===== src/sv/pclru_ram.sv =====
// ----------------------------------------------------------------------------
// pclru_ram
// generic single write port ram with one registered read port
// ----------------------------------------------------------------------------
module pclru_ram #(
   parameter int WIDTH = 8,
   parameter int DEPTH = 16
) (
   input  logic                     clock,
   input  logic                     wr_en,
   input  logic [$clog2(DEPTH)-1:0] wr_addr,
   input  logic [WIDTH-1:0]         wr_data,
   input  logic [$clog2(DEPTH)-1:0] rd_addr,
   output logic [WIDTH-1:0]         rd_data
);
   logic [WIDTH-1:0] mem_ff [DEPTH];
   logic [WIDTH-1:0] rd_data_ff;

   always_ff @(posedge clock) begin
      if (wr_en) begin
         mem_ff[wr_addr] <= wr_data;
      end
      rd_data_ff <= mem_ff[rd_addr];
   end

   assign rd_data = rd_data_ff;
endmodule


===== config.mk =====
export PLATFORM = sky130hd
export DESIGN_NAME = pclru_ram
export DESIGN_NICKNAME = d
export VERILOG_FILES = /design/src/sv/pclru_ram.sv
export SDC_FILE = /design/constraint.sdc
export NUM_CORES = 1
export LEC_CHECK = 0
export ABC_AREA = 1
export BUFFER_PORTS_ARGS = -buffer_cell sky130_fd_sc_hd__buf_4
export CAP_MARGIN = 20
export CORE_ASPECT_RATIO = 2
export CORE_MARGIN = 2
export CORE_UTILIZATION = 35
export CTS_CLUSTER_DIAMETER = 200
export DETAILED_ROUTE_END_ITERATION = 7
export GPL_ROUTABILITY_DRIVEN = 1
export GPL_TIMING_DRIVEN = 0
export PLACE_DENSITY_LB_ADDON = 0.3
export SETUP_SLACK_MARGIN = 0.1
export SYNTH_ARGS = -nofsm -noshare
export SYNTH_HDL_FRONTEND = slang
export SYNTH_SLANG_ARGS = --single-unit

===== constraint.sdc =====
create_clock -name clock -period 1.3 [get_ports clock]
set_input_delay 0 -clock clock [delete_from_list [all_inputs] [get_ports clock]]
set_output_delay 0 -clock clock [all_outputs]
set_load 0.02 [all_outputs]

==> results of run 1 <==
## placed cells by master, fill, tap and decap left out
cell,count
clkbuf_8,1
buf_4,26
clkbuf_16,17
inv_1,100
dfxtp_1,8
nor2_1,17
clkinv_2,7
buf_2,13
nand3b_1,2
nand2_1,173
buf_1,1
clkinv_4,2
clkbuf_1,1
buf_6,6
edfxtp_1,128
nand3_1,97
clkinvlp_4,4
inv_2,2
dlygate4sd3_1,9
## kinds of logic (layout without fill, tap and decap cells)
kind of cell | after synthesis | count (layout) | share of synthesized area [%]
buffers and inverters | 126 | 189 | 9.52
DFF | 136 | 136 | 69.4
and+or+nand+nor | 289 | 289 | 21.0
## power groups by stage
stage | clock, W | sequential, W | combinational (W)
finish | 0.00423 | 0.00493 | 0.000738
global route | 0.00447 | 0.00493 | 0.000793
detailed placement | 0 | 0.00502 | 0.000712
CTS | 0.00427 | 0.00493 | 0.000736
floorplan | 0 | 0.00505 | 0.000346
global placement | 0 | 0.00502 | 0.000704
## what timing repair did
action                                 CTS  global route
endpoints found under the hold margin  130             0
buffers inserted                         0             0
hold buffers                             9             0
## worst max-delay path: cells and delay by family
kind	cells	cell delay (ns)
buffers and inverters	3	1.14
and+or+nand+nor	2	0.25
## routing by layer
layer,up-vias,part of all wire (%)
met5,-,0
li1,1872,-
met4,0,7.6
met2,138,54
met3,49,3.6
met1,1873,34
## sequential cells by signal, summed over array words and instances, names as in the netlist
name     flops
mem_ff     128
rd_data      8
## final timing paths
path | to | slack [ns] | from
hold / removal | rd_data[1] | 0.09 | rd_addr[2]
hold reg to reg | rd_data[6] | 0.68 | mem_ff[11][6]
setup / recovery | rd_data[1] | 0.22 | rd_addr[3]
setup reg to reg | rd_data[3] | 0.22 | mem_ff[4][3]
## area by class of cell
cell class	count	area [um2]
fillers	1586	9380
flip-flops and latches	136	4000
clock inverters	13	82.6
repair buffers	31	255
clock buffers	19	443
well taps	204	255
multi-input cells	289	1210
inverters	102	383
plain buffers	24	166
## per-stage QoR
stage,setup TNS [ns],power (W),area [um2]
2_1_floorplan,0,0.00540,5770
3_3_place_gp,-5.02,0.00572,6190
3_5_place_dp,-8.06,0.00573,6190
4_1_cts,0,0.00994,6800
5_1_grt,0,0.0102,6800
6_report,0,0.00990,6800
==> flow_summary.ini, run 1 <==
[power]
internal_power_w = 0.00759
p_switching_w = 0.00230
leakage_nw = 2.92
powerDensity_nw_per_um2 = 1450
seqPwrFrac_pct = 49.8
share_comb_of_total_power_pct = 7.5
vdd_drop_max_v = 0.000835
swShare_pct = 23.3
pwr-share-clk_pct = 42.7

[place]
dp_hpwl_mm = 10.6
gp_routability_congestion = 0.997
post-place-ws_ns = -0.145
portBuffers = 22
dpl.cell_count = 777

[synth]
synth_seq_area_share_pct = 69.4
synth_ff_type = edfxtp_1
syn_area_um2 = 5770
synthTopCellsByArea = edfxtp_1 (67%), nand2_1 (11%), nand3_1 (8.4%), inv_1 (6.5%), dfxtp_1 (2.8%)
synth.most_common_cell = nand2_1
synth_edf_count = 128
synth_seq_cells = 136
ys_warn_count = 0
synth_top_area_share_pct = 66.7
syn_nets = 569
netlist_top_cells_count = nand2_1 (173), edfxtp_1 (128), inv_1 (100)
yosysUniqueCellTypes = 12
syn_avg_cell_area_um2 = 10.5
synth-async-reset-ratio_pct = 0
synth_cells = 551
yosys.area.top_type = edfxtp_1

[status]
status = finished, final reports clean

[setup_path]
critPathMaxFanout = 9
critical_path_class = in2reg
crit_chain = dlygate4sd3_1, buf_1, inv_1, nand3_1, nand2_1
arrival_ns = 1.39
endpoint_kind = flip-flop
reg2regPathDepth = 6
startpoint_type = primary input
cp_slowest_cell = dlygate4sd3_1
cpPeakStageDelay_ns = 0.53
crit_required_ns = 1.61

[cts]
cts.sinks = 136
h-tree-depth = 4
root_buffer = clkbuf_16
clk_pin_slew_ns = 0.06
clk_latency_ns = 0.43
ctsResizeCount = 0
cts_buffer_depth = 2
cts_inserted_buffers = 17
cts_tree = done

[timing]
slew_headroom_pct = 41.4
fin_skew_ns = 0.0146
setup_violations = 0
fin_crit_ns = 1.08
drv_slew = 0
min_period_over_period_pct = 83.0
rsz0062_at_grt = false
fin_ws_ns = 0.221
fmax_ghz = 0.927
finalHoldViolations = 0
tightestPinTransition_ns = 0.875
hold_ws_ns = 0.0895

[cells_and_area]
layout-drive-gt1-share_pct = 12.7
post-route-util_pct = 42.0
diodes = 0
instances_no_fill = 818
syn_to_final_growth_pct = 18.0
nets = 619

[floorplanning]
row_count = 66
die-area_um2 = 17600
num_io_pins = 26
die_h_um = 186
initial_core_util_pct = 35.6
dieWidth_um = 94.8
coreArea_um2 = 16200

[grt]
antenna_found_initial = 0
track_usage_pct = 18.1
grt_use_met2_pct = 32.1
grtUsageMet3_pct = 3.36
busiest_layer = met2
overflow = 0
grt_pass1_vias = 3845
grt_pass1_wl_mm = 21.8
grtUsageMet1_pct = 17.4
grt_max_degree = 17

[drt]
drtAntennaViolNets = 0
vias = 3932
routed_wl_mm = 15.0
drt_iter0_drc = 287
firstDrtPassIters = 5
drc_errors = 0
avgViaCountPerCell = 4.81
wl_per_cell_um = 18.3

[min_path]
hold_path_depth = 4
hold_class = in2reg

[flow_run]
maxCapViolations = 0
Note: power is estimated with default switching activity, not from simulation.
==> run 2, diff against run 1 <==
Settings changed: ABC_AREA 1 to 0.
Clock period 1.3 ns to 1.1 ns, I/O delays scaled along.
==> run 2 against run 1 <==
  * The run now ends with negative setup slack left
  * Die area decreased by 10%
  * Hold slack worse by 0.040 ns
  * Final cell count is 41% lower
  * Clock skew down 0.0096 ns
  * Total power rose by 21%
  * Critical path depth is 2 lower
  * Global-route usage down 4.6 points
  * Clock-buffer cell count fell by 1
  * Synthesized area is 11% lower
==> flow_summary.ini, run 2 <==
[status]
status = complete, but fails checks
violations = negative setup slack

[setup_path]
crit_chain = mux4_2, a22oi_2, nand2_1
r2r_setup_slack_ns = -0.21
endpoint_kind = flip-flop
cp_slowest_cell = mux4_2
path_buf_inv = 0
cp_top_family = multiplexers
cpPeakStageDelay_ns = 0.53
startpoint_type = flip-flop
crit_required_ns = 1.39
critPathMaxFanout = 1
arrival_ns = 1.60
critical_path_class = reg2reg

[cells_and_area]
design_area_um2 = 6280
largest_register_ffs = 128
nets = 298
regMostFlops = mem_ff
layout-drive-gt1-share_pct = 39.7
diodes = 0
final_common_cell = edfxtp_1
post-route-util_pct = 43.8
n_fill_cell = 1225
layout_common_cells = edfxtp_1 (128), mux4_2 (32), buf_4 (25)
syn_to_final_growth_pct = 22.0

[power]
pwr-share-clk_pct = 45.3
swShare_pct = 19.6
seqPwrFrac_pct = 48.8
powerDensity_nw_per_um2 = 1900
vdd_drop_max_v = 0.000953
share_comb_of_total_power_pct = 5.9
leakage_nw = 2.03
p_switching_w = 0.00234
internal_power_w = 0.00959

[timing]
slew_headroom_pct = 53.1
drv_slew = 0
rsz0062_at_grt = true
tightestPinTransition_ns = 0.701
setup_tns_ns = -1.45
setup_violations = 8
fmax_ghz = 0.761
fin_ws_ns = -0.214
min_period_over_period_pct = 119
fin_crit_ns = 1.31
finalHoldViolations = 0
hold_ws_ns = 0.0499
fin_skew_ns = 0.00500

[synth]
synth_ff_type = edfxtp_1
synth-async-reset-ratio_pct = 0
synth_edf_count = 128
ys_warn_count = 0
yosysUniqueCellTypes = 19
synth_seq_cells = 136
synthTopCellsByArea = edfxtp_1 (75%), mux4_2 (7.9%), mux4_1 (7.1%), dfxtp_1 (3.1%), a22oi_1 (2.3%)
yosys.area.top_type = edfxtp_1
syn_nets = 247
syn_avg_cell_area_um2 = 22.5
synth_seq_area_share_pct = 77.8
synth_cells = 229
netlist_top_cells_count = edfxtp_1 (128), mux4_2 (18), a22oi_1 (16)
synth.most_common_cell = edfxtp_1
syn_area_um2 = 5150
synth_top_area_share_pct = 74.7

[floorplanning]
die_h_um = 176
row_count = 62
coreArea_um2 = 14400
initial_core_util_pct = 35.9
die-area_um2 = 15800
dieWidth_um = 89.8
num_io_pins = 26

[place]
portBuffers = 24
placed_area_um2 = 5570
dp_hpwl_mm = 6.89
post-place-ws_ns = -0.438
gp_routability_congestion = 0.794

[cts]
clk_pin_slew_ns = 0.06
cts_buffer_depth = 2
cts.sinks = 136
cts_inserted_buffers = 17
root_buffer = clkbuf_16
clk_latency_ns = 0.41
cts_tree = done
h-tree-depth = 4

[drt]
avgViaCountPerCell = 4.96
vias = 2391
wl_per_cell_um = 20.7
drt_iter0_drc = 139
routed_wl_mm = 10.0
firstDrtPassIters = 4
drc_errors = 0
drtAntennaViolNets = 0

[grt]
track_usage_pct = 13.5
grt_max_degree = 17
antenna_found_initial = 0
grt_pass1_wl_mm = 15.0
overflow = 0
grt_pass1_vias = 2539

[min_path]
hold_class = in2reg

[flow_run]
maxCapViolations = 0
run 2: cell count changes in the layout (fill, tap and decap cells not counted), sizes merged, moves of 4 or more:
cell   before  now
buf        46   31
mux4        0   32
nand3      97    1
nor3        0    4
inv       102    0
a22oi       0   16
nor2       17   13
nand2     173    9
run 2: per-stage QoR:
stage / instances / total power, W
3_3_place_gp: 445 / 0.00658
6_report: 482 / 0.0119
4_1_cts: 482 / 0.0120
3_5_place_dp: 445 / 0.00660
2_1_floorplan: 229 / 0.00628
5_1_grt: 482 / 0.0122
run 2: metal layers:
layer	global-route usage, %	share of wire (%)
met4	7.44	3.3
met2	25.0	57
met1	13.9	36
met5	0	0
met3	3.00	3.2
run 2: logic make-up (layout without fill, tap and decap cells):
group	count (synthesis)	count (layout)	synth area share, %
compound gates	16	16	2.33
buf+inv	10	71	1.68
flops	136	136	77.8
mux	32	32	15.0
simple gates	35	35	3.18
run 2: layout make-up:
type / count / area (um2) / share of cell area (%)
clock inverter: 11 / 134 / 2.13
sequential: 136 / 4000 / 63.7
tap: 192 / 240 / 3.82
buffer: 10 / 86.3 / 1.37
multi-input combinational: 83 / 1130 / 17.9
timing repair buffer: 32 / 260 / 4.14
clock buffer: 18 / 429 / 6.83
run 2: path summary, 6_finish.rpt:
kind	start	endpoint	cells past startpoint
setup / recovery	mem_ff[1][2]	rd_data[2]	3
hold / removal	wr_addr[1]	mem_ff[4][5]	2
setup reg to reg	mem_ff[1][2]	rd_data[2]	3
hold reg to reg	mem_ff[11][6]	rd_data[6]	3
run 2: worst register-to-register path: stages (launching register included):
cell      delay, ns
edfxtp_1       0.37
mux4_2         0.53
a22oi_2        0.22
nand2_1        0.08
run 2: power by group through the flow:
stage	clock network (W)	registers, W	logic, W
after detailed placement	0	0.00593	0.000665
after CTS	0.00547	0.00583	0.000708
after floorplan	0	0.00597	0.000315
final	0.00540	0.00583	0.000704
after global placement	0	0.00592	0.000658
after global routing	0.00563	0.00583	0.000751
run 2: timing repair:
item | CTS | global route
hold buffers | 8 | 0
resized for setup | 14 | 4
pin swaps | 1 | 0
setup endpoints to repair | 80 | 32
hold endpoints to repair | 128 | 0
gates cloned | 0 | 0
buffers inserted | 0 | 0
